$ cat src/rtl/sorted_set_min_max_gap_defines.svh
// Assertion helpers used by the top-level RTL.
`ifndef SORTED_SET_MIN_MAX_GAP_DEFINES_SVH
`define SORTED_SET_MIN_MAX_GAP_DEFINES_SVH

// Check cons in the same cycle as ante.
`define SGAP_ASSERT_NOW(lbl, clk, rst_n, ante, cons, msg) \
  lbl: assert property (@(posedge clk) disable iff (!rst_n) (ante) |-> (cons)) else $error(msg);

// Check cons in the cycle after ante.
`define SGAP_ASSERT_NEXT(lbl, clk, rst_n, ante, cons, msg) \
  lbl: assert property (@(posedge clk) disable iff (!rst_n) (ante) |=> (cons)) else $error(msg);

`endif

$ cat src/rtl/sgap_pkg.sv
`timescale 1ns / 1ps
package sgap_pkg;

  localparam int VAL_W  = 32;
  localparam int CNT_W  = 11;
  localparam int OUT_W  = 80;

  localparam logic [VAL_W-1:0] KEY_BIAS = 32'h8000_0000;
  localparam logic [VAL_W-1:0] GAP_INIT = 32'hFFFF_FFFF;
  localparam logic [CNT_W-1:0] CAP_RESET = 11'd1024;

  localparam logic ST_OK   = 1'b0;
  localparam logic ST_FULL = 1'b1;

  typedef struct packed {
    logic [VAL_W-1:0] longest_span;
    logic [VAL_W-1:0] shortest_span;
    logic             span_valid;
    logic [CNT_W-1:0] count;
    logic             status;
  } res_t;

endpackage

$ cat src/rtl/sgap_ctrl.sv
`timescale 1ns / 1ps
module sgap_ctrl
  import sgap_pkg::*;
#(
  parameter int DEPTH = 1024,
  parameter int AW    = 10,
  parameter int CW    = 11
) (
  input  logic             clk,
  input  logic             rst_n,
  input  logic [CNT_W-1:0] cap,
  input  logic             start,
  input  logic [VAL_W-1:0] value,
  output logic             idle,
  output logic             res_valid,
  input  logic             res_ready,
  output res_t             res,
  output logic             ram_we,
  output logic [AW-1:0]    ram_waddr,
  output logic [VAL_W-1:0] ram_wdata,
  output logic             ram_re,
  output logic [AW-1:0]    ram_raddr,
  input  logic [VAL_W-1:0] ram_rdata
);

  localparam int WX = (CW > CNT_W) ? CW : CNT_W;

  typedef enum logic [4:0] {
    S_IDLE = 5'b00001,
    S_SCAN = 5'b00010,
    S_PUT  = 5'b00100,
    S_UPD  = 5'b01000,
    S_FIN  = 5'b10000
  } state_t;

  state_t           state_r, state_nxt;
  logic [CW-1:0]    count_r, count_nxt;
  logic [AW-1:0]    idx_r, idx_nxt;
  logic [VAL_W-1:0] key_r, key_nxt;
  logic [VAL_W-1:0] prev_r, prev_nxt;
  logic [VAL_W-1:0] next_r, next_nxt;
  logic             has_prev_r, has_prev_nxt;
  logic             has_next_r, has_next_nxt;
  logic [VAL_W-1:0] gap_r, gap_nxt;
  logic [VAL_W-1:0] min_r, min_nxt;
  logic [VAL_W-1:0] max_r, max_nxt;
  logic             status_r, status_nxt;

  logic             space_ok;
  logic [VAL_W-1:0] key_in;
  logic [VAL_W-1:0] gap_lo;
  logic [VAL_W-1:0] gap_hi;
  logic [VAL_W-1:0] gap_a;
  logic [WX-1:0]    count_x;
  logic             valid;

  assign key_in   = value ^ KEY_BIAS;
  assign space_ok = ({1'b0, count_r} < (CW+1)'(DEPTH)) && (WX'(count_r) < WX'(cap));
  assign gap_lo   = key_r - prev_r;
  assign gap_hi   = next_r - key_r;
  assign gap_a    = (has_prev_r && (gap_lo < gap_r)) ? gap_lo : gap_r;

  // Entries shift up from the top; the write at idx and the read at idx-2
  // never touch the same entry, so no forwarding is needed.
  always_comb begin
    state_nxt    = state_r;
    count_nxt    = count_r;
    idx_nxt      = idx_r;
    key_nxt      = key_r;
    prev_nxt     = prev_r;
    next_nxt     = next_r;
    has_prev_nxt = has_prev_r;
    has_next_nxt = has_next_r;
    gap_nxt      = gap_r;
    min_nxt      = min_r;
    max_nxt      = max_r;
    status_nxt   = status_r;
    ram_we       = 1'b0;
    ram_waddr    = idx_r;
    ram_wdata    = key_r;
    ram_re       = 1'b0;
    ram_raddr    = idx_r - AW'(2);
    unique case (state_r)
      S_IDLE: begin
        if (start) begin
          key_nxt      = key_in;
          has_prev_nxt = 1'b0;
          has_next_nxt = 1'b0;
          if (space_ok) begin
            status_nxt = ST_OK;
            if (count_r == '0) begin
              ram_we    = 1'b1;
              ram_waddr = '0;
              ram_wdata = key_in;
              state_nxt = S_UPD;
            end else begin
              ram_re    = 1'b1;
              ram_raddr = AW'(count_r - CW'(1));
              idx_nxt   = AW'(count_r);
              state_nxt = S_SCAN;
            end
          end else begin
            status_nxt = ST_FULL;
            state_nxt  = S_FIN;
          end
        end
      end
      S_SCAN: begin
        ram_we = 1'b1;
        if (ram_rdata >= key_r) begin
          ram_wdata    = ram_rdata;
          next_nxt     = ram_rdata;
          has_next_nxt = 1'b1;
          idx_nxt      = idx_r - AW'(1);
          if (idx_r == AW'(1)) begin
            state_nxt = S_PUT;
          end else begin
            ram_re = 1'b1;
          end
        end else begin
          prev_nxt     = ram_rdata;
          has_prev_nxt = 1'b1;
          state_nxt    = S_UPD;
        end
      end
      S_PUT: begin
        ram_we    = 1'b1;
        ram_waddr = '0;
        state_nxt = S_UPD;
      end
      S_UPD: begin
        count_nxt = count_r + CW'(1);
        if (!has_prev_r) begin
          min_nxt = key_r;
        end
        if (!has_next_r) begin
          max_nxt = key_r;
        end
        gap_nxt   = (has_next_r && (gap_hi < gap_a)) ? gap_hi : gap_a;
        state_nxt = S_FIN;
      end
      S_FIN: begin
        if (res_ready) begin
          state_nxt = S_IDLE;
        end
      end
      default: begin
        state_nxt = S_IDLE;
      end
    endcase
  end

  always_ff @(posedge clk) begin
    if (!rst_n) begin
      state_r <= S_IDLE;
      count_r <= '0;
      gap_r   <= GAP_INIT;
    end else begin
      state_r <= state_nxt;
      count_r <= count_nxt;
      gap_r   <= gap_nxt;
    end
  end

  always_ff @(posedge clk) begin
    idx_r      <= idx_nxt;
    key_r      <= key_nxt;
    prev_r     <= prev_nxt;
    next_r     <= next_nxt;
    has_prev_r <= has_prev_nxt;
    has_next_r <= has_next_nxt;
    min_r      <= min_nxt;
    max_r      <= max_nxt;
    status_r   <= status_nxt;
  end

  assign count_x   = WX'(count_r);
  assign valid     = count_x >= WX'(2);
  assign idle      = (state_r == S_IDLE);
  assign res_valid = (state_r == S_FIN);

  always_comb begin
    res.status        = status_r;
    res.count         = count_x[CNT_W-1:0];
    res.span_valid    = valid;
    res.shortest_span = valid ? gap_r : '0;
    res.longest_span  = valid ? (max_r - min_r) : '0;
  end

endmodule

$ cat config.mk
export PLATFORM = sky130hd
export DESIGN_NAME = sgap_ctrl
export DESIGN_NICKNAME = d
export VERILOG_FILES = /design/src/rtl/sorted_set_min_max_gap_defines.svh /design/src/rtl/sgap_pkg.sv /design/src/rtl/sgap_ctrl.sv
export SDC_FILE = /design/constraint.sdc
export NUM_CORES = 1
export LEC_CHECK = 0
export ABC_AREA = 0
export BUFFER_PORTS_ARGS = -buffer_cell sky130_fd_sc_hd__buf_4
export CORE_ASPECT_RATIO = 1.4
export CORE_MARGIN = 2
export CORE_UTILIZATION = 30
export DETAILED_ROUTE_END_ITERATION = 6
export PLACE_DENSITY_LB_ADDON = 0.25
export SLEW_MARGIN = 40
export SYNTH_ARGS = -nofsm -noshare
export SYNTH_HDL_FRONTEND = slang
export SYNTH_SLANG_ARGS = --single-unit
$ cat constraint.sdc
create_clock -name clk -period 9.65 [get_ports clk]
set_input_delay 1.4475 -clock clk [delete_from_list [all_inputs] [get_ports clk]]
set_output_delay 1.4475 -clock clk [all_outputs]
set_load 0.02 [all_outputs]
== Word level (Yosys, flattened, before mapping) ==
Cells that the tools add are included.

* Eq/ne operators: 13
* Reductions and logical operators: 15
* Bitwise gates (word level): 4
* Order comparisons: 6
* Div/mod/pow operators: 0
* Mux-type cells: 45
* Shift-type cells: 0
* Multiply operators: 0
* Add/sub/neg operators: 7

{| class="wikitable"
|+ Operator list
! operator !! count
|-
| 32-bit two-way mux || 8
|-
| 10-bit two-way mux || 11
|-
| 32-bit subtractor || 3
|-
| 32-bit less-than comparator || 2
|-
| 32-bit one-hot mux with 2 select lines || 1
|-
| 10-bit one-hot mux with 2 select lines || 2
|-
| 32-bit >= comparator || 1
|-
| 5-bit two-way mux || 5
|-
| 5-bit one-hot mux with 5 select lines || 1
|-
| 10-bit by 1-bit subtractor with 10-bit output (second input constant) || 2
|-
| 1-bit two-way mux || 12
|-
| 11-bit by 1-bit adder with 11-bit output (second input constant) || 1
|-
| 11-bit by 2-bit >= comparator with 1-bit output (second input constant) || 1
|-
| 11-bit zero test || 1
|-
| 11-bit less-than comparator || 1
|-
| 11-bit less-than comparator (second input constant) || 1
|-
| 10-bit by 1-bit equality test with 1-bit output (second input constant) || 1
|-
| 2-bit AND reduction || 5
|-
| 10-bit by 2-bit subtractor with 10-bit output (second input constant) || 1
|-
| 3-bit AND reduction || 3
|-
| 2-bit inequality test (second input constant) || 4
|-
| 1-bit one-hot mux with 2 select lines || 4
|-
| 5-bit by 1-bit equality test with 1-bit output (second input constant) || 1
|-
| 5-bit by 2-bit equality test with 1-bit output (second input constant) || 1
|-
| other kinds (11) || 17
|}

* Input bits: 79
* Memories: 0
* Bits in read-only memories: 0
* Output and inout port bits: 133
* Logic and storage cells: 102
* RAM bits: 0
* Latch bits: 0
* Bits in registers: 221

== Longest topological paths before layout ==
* Word-level depth: 7
* Mapped depth: 33
* Gate-level depth less buffers: 31

== Worst setup path after synthesis ==
OpenSTA, ideal clock, no wires.

* Path type: reg2reg
* Start point: register key_r[9]
* End point: register gap_r[30]
* Data required time: 9.536 ns
* Arrival: 6.286 ns
* Buffers on the path: 1
* Setup time: 0.114 ns
* Stages on the path, launching flop included: 29
* Path slack: 3.250 ns
* Period minus slack after synthesis: 6.400 ns
* Cells stage by stage: edfxtp_1 -> ha_1 -> a21oi_1 -> a21oi_1 -> a311oi_1 -> a31oi_1 -> a21o_1 -> a2111oi_0 -> o31ai_1 -> xor2_1 -> ha_1 -> and3_1 -> nand4_1 -> nor3_1 -> a221o_1 -> nor3_2 -> buf_2 -> mux2i_1 -> ha_1 -> a211oi_1 -> nor2_1 -> o21ai_0 -> a21oi_1 -> a2111oi_0 -> o211a_1 -> o31a_2 -> o21ai_1 -> a221oi_2 -> a21bo_1

* Word-level cells in the longest chain between the ends: 7
* Elaborated cells between the ends (all ways): 8
* Classes of those cells: add/sub: 2; order compare: 2; mux: 2; reduce/logical: 2

{| class="wikitable"
|+ RTL lines
! element !! line !! source
|-
| start, declared || sgap_ctrl.sv:39 || <nowiki>logic [VAL_W-1:0] key_r, key_nxt;</nowiki>
|-
| start signal, assigned || sgap_ctrl.sv:167 || <nowiki>key_r <= key_nxt;</nowiki>
|-
| 32-bit subtractor || sgap_ctrl.sv:59 || <nowiki>assign gap_lo = key_r - prev_r;</nowiki>
|-
| 32-bit less-than comparator || sgap_ctrl.sv:61 || <nowiki>assign gap_a = (has_prev_r && (gap_lo < gap_r)) ? gap_lo : gap_r;</nowiki>
|-
| 1-bit logical AND || sgap_ctrl.sv:61 ||
|-
| 32-bit two-way mux || sgap_ctrl.sv:61 ||
|-
| 32-bit less-than comparator || sgap_ctrl.sv:139 || <nowiki>gap_nxt = (has_next_r && (gap_hi < gap_a)) ? gap_hi : gap_a;</nowiki>
|-
| 1-bit logical AND || sgap_ctrl.sv:139 ||
|-
| 32-bit two-way mux (*) || sgap_ctrl.sv:139 ||
|-
| end signal, assigned || sgap_ctrl.sv:161 || <nowiki>gap_r <= gap_nxt;</nowiki>
|-
| end, declared || sgap_ctrl.sv:44 || <nowiki>logic [VAL_W-1:0] gap_r, gap_nxt;</nowiki>
|}

Mark *: on every way between the ends. The rest lies on a longest branch, timed or not.
A chain may end at the register's enable or synchronous reset.

== Worst setup path after layout ==
* Start point: register key_r[0]
* End point: register gap_r[2]

Same word-level chain as after synthesis.

==> reports/metrics.yaml <==
status: "completed"
core_sq_mm: 0.05526
grt.total_usage: 0.1935
grt_first_pass_wirelength_microns: 86050
hold_viol: 0
yosysTopAreaCell: "edfxtp_1"
cp_common_cell: "ha_1"
finalCritPeriodShare: 0.8624
synth_cell_types: 82
rows: 102
critPathSlowestCell: "nor3_4"
antenna_cells: 0
die_y_microns: 283.3
power_frac_seq: 0.319
routedWlPerCell_microns: 20.84
worstHoldStart: "gap_r[13]"
grt_max_degree: 72
totalWireLength_microns: 57110
synth.avg_cell_area_sq_um: 9.317
peakVddDrop_uv: 125.0
ys.flop_type: "edfxtp_1"
cp_max_fo: 25
cp.required_ns: 10.11
postRouteAntennaNets: 0
cts_buffer_depth: 3
final_cell_area_sq_mm: 0.01997
rsz0062_at_grt: "no"
cts_made_buffers: 25
htree_levels: 1
first_pass_iters: 5
synthTopCellsByArea: "edfxtp_1 31%, ha_1 15%, dfxtp_1 5.7%"
cap_violations: 0
final_max_slew_viol_count: 0
drtIter0Drc: 812
synth-seq-cells: 221
cts_resized: 0
ys_top_cells_by_count: "203 x ha_1, 179 x inv_1, 173 x edfxtp_1, 168 x nor2_1, 114 x nand2_1"
critPathMaxStageDelay_ns: 0.52
finalSetupTns_ns: 0
netlist_instances: 1794
grt_pass1_vias: 14564
post_cts_buffers: 0
gp_congestion: 0.9153
arrival_ns: 8.78
clk_latency_ns: 0.56
crit_family: "compound AO/OA/AOI/OAI gates"
switching_share: 0.3942
synth-edff-count: 173
power_density_mw_per_mm2: 187.4
synth_top_area_share: 0.3108
tightest_slew_ns: 0.8185
antenna_found_initial: 0
syn_nets: 2079
drc_errors: 0
overflow: 0
portBuffers: 211
end_kind: "flip-flop"
cts_tree: "yes"
die_w_microns: 203.5
drive_gt1_frac: 0.1511
clk_pin_slew_worst_paths_ns: 0.06
max_freq_ghz: 0.1202
nNetsFinal: 2279
fin_crit_ns: 8.322
critPathLaunch: "key_r[0]"
p_leak_nw: 8.989
clock_skew_ns: 0.02774
min-delay-path-class: "flip-flop to flip-flop"
cp-start-kind: "flip-flop"
synth_warnings: 0
ios: 212
vias: 14387
synth-seq-area-share: 0.3683
p_clk_frac: 0.253
path_buf_inv: 3
cts-root-buf: "clkbuf_16"
vias_per_cell: 5.251
crit_type: "flip-flop to flip-flop"
switching_power_mw: 1.475
start_util: 0.3025
async_flop_share: 0
die_area_sq_mm: 0.05765
placed_area_sq_mm: 0.01917
syn_area_sq_mm: 0.01671
combPwrFrac: 0.428
reg2reg_from: "key_r[0]"
clkSinkCount: 221
area_growth_pct: 19.45
hold_buffers: 0
finalSetupViolations: 0
slew_headroom: 0.4528
synth.most_common_cell: "ha_1"
dpl.hpwl_microns: 45150
p_int_mw: 2.267
## through the flow
step	util	setup slack, ns	hold WS, ns	power (mW)	std cells
floorplan	-	3.250	0.4430	2.256	1794
global placement	0.3464	0.9135	0.4655	2.794	2694
detailed placement	0.3469	1.425	0.4738	2.810	2695
CTS	0.3611	1.381	0.4891	3.768	2740
global route	0.3613	0.7137	0.5125	3.970	2740
finish	0.3613	1.328	0.4988	3.742	2740
## cells in the final DEF, fill, tap and decap left out, types with 7 or more instances in the layout
cell	Yosys	final
clkbuf_16	0	25
a31oi_1	18	18
inv_1	179	178
o31ai_1	38	38
nand3_1	27	26
xor2_1	47	47
and2_1	16	16
nor4_1	10	10
o21bai_1	14	14
nor3b_1	8	7
or3_1	12	12
a22oi_1	31	31
a21oi_1	113	113
nor2b_1	15	15
nand2_1	114	114
buf_4	2	228
o211ai_1	13	13
nor2_1	168	163
o21ai_0	71	71
a21o_1	49	49
nor3_1	56	54
nand2b_1	15	15
nand4_1	24	24
dfxtp_1	48	48
a211oi_1	19	18
mux2i_1	35	35
ha_1	203	203
edfxtp_1	173	173
o21a_1	19	19
xnor2_1	60	60
o31a_1	10	10
o21ai_1	9	9
and3_1	17	17
or2_1	8	8
## tightest hold or removal path: cells and delay by family, from the launching register on
kind	cells	cell delay, ns
AOI/OAI and AO/OA	2	0.13
DFF	1	0.33
## routing by layer
layer,global-route usage,up-vias,share of wire
met2,0.3570,374,0.51
met5,0,-,0
met3,0.02864,83,0.049
met1,0.2253,6949,0.41
met4,0.06642,0,0.033
li1,-,6981,-
## final cells by class
type / instances / area, sq um
tap: 728 / 910.9
inverter: 179 / 671.9
clock buffer: 28 / 636.9
multi-input combinational: 1338 / 9707
fill: 5666 / 35300
clock inverter: 17 / 151.4
sequential: 221 / 6156
timing repair buffer: 229 / 1732
## kinds of logic (layout without fill, tap and decap cells)
kind of cell,count (synthesis),count (layout),share of synthesized area
buffers and inverters,235,453,0.05539
multiplexers,36,36,0.02178
adder cells (fa/ha/maj),206,206,0.1556
AND/OR/NAND/NOR,514,514,0.1481
flip-flops,221,221,0.3683
XOR/XNOR,107,107,0.05607
AO/OA/AOI/OAI,475,475,0.1948
## worst paths after layout
check                            endpoint  slack (ns)  depth (start not counted)
worst max-delay path             gap_r[2]        1.33                         32
worst min-delay path            gap_r[13]        0.50                          2
worst max register to register   gap_r[2]        1.33                         32
worst min register to register  gap_r[13]        0.50                          2
## flip-flops by register name (all words and copies together), names as in the netlist, 5 cells and up
signal / cells
next_r: 32
idx_r: 10
max_r: 32
key_r: 32
state_r: 5
prev_r: 32
min_r: 32
count_r: 11
gap_r: 32
## power by group through the flow
stage / clock (mW) / combinational, mW / sequential (mW)
2_1_floorplan: 0 / 1.08 / 1.18
3_3_place_gp: 0 / 1.58 / 1.21
3_5_place_dp: 0 / 1.60 / 1.21
4_1_cts: 0.967 / 1.61 / 1.19
5_1_grt: 1.00 / 1.76 / 1.20
6_report: 0.948 / 1.60 / 1.19
Note: power is estimated with default switching activity, not from simulation.
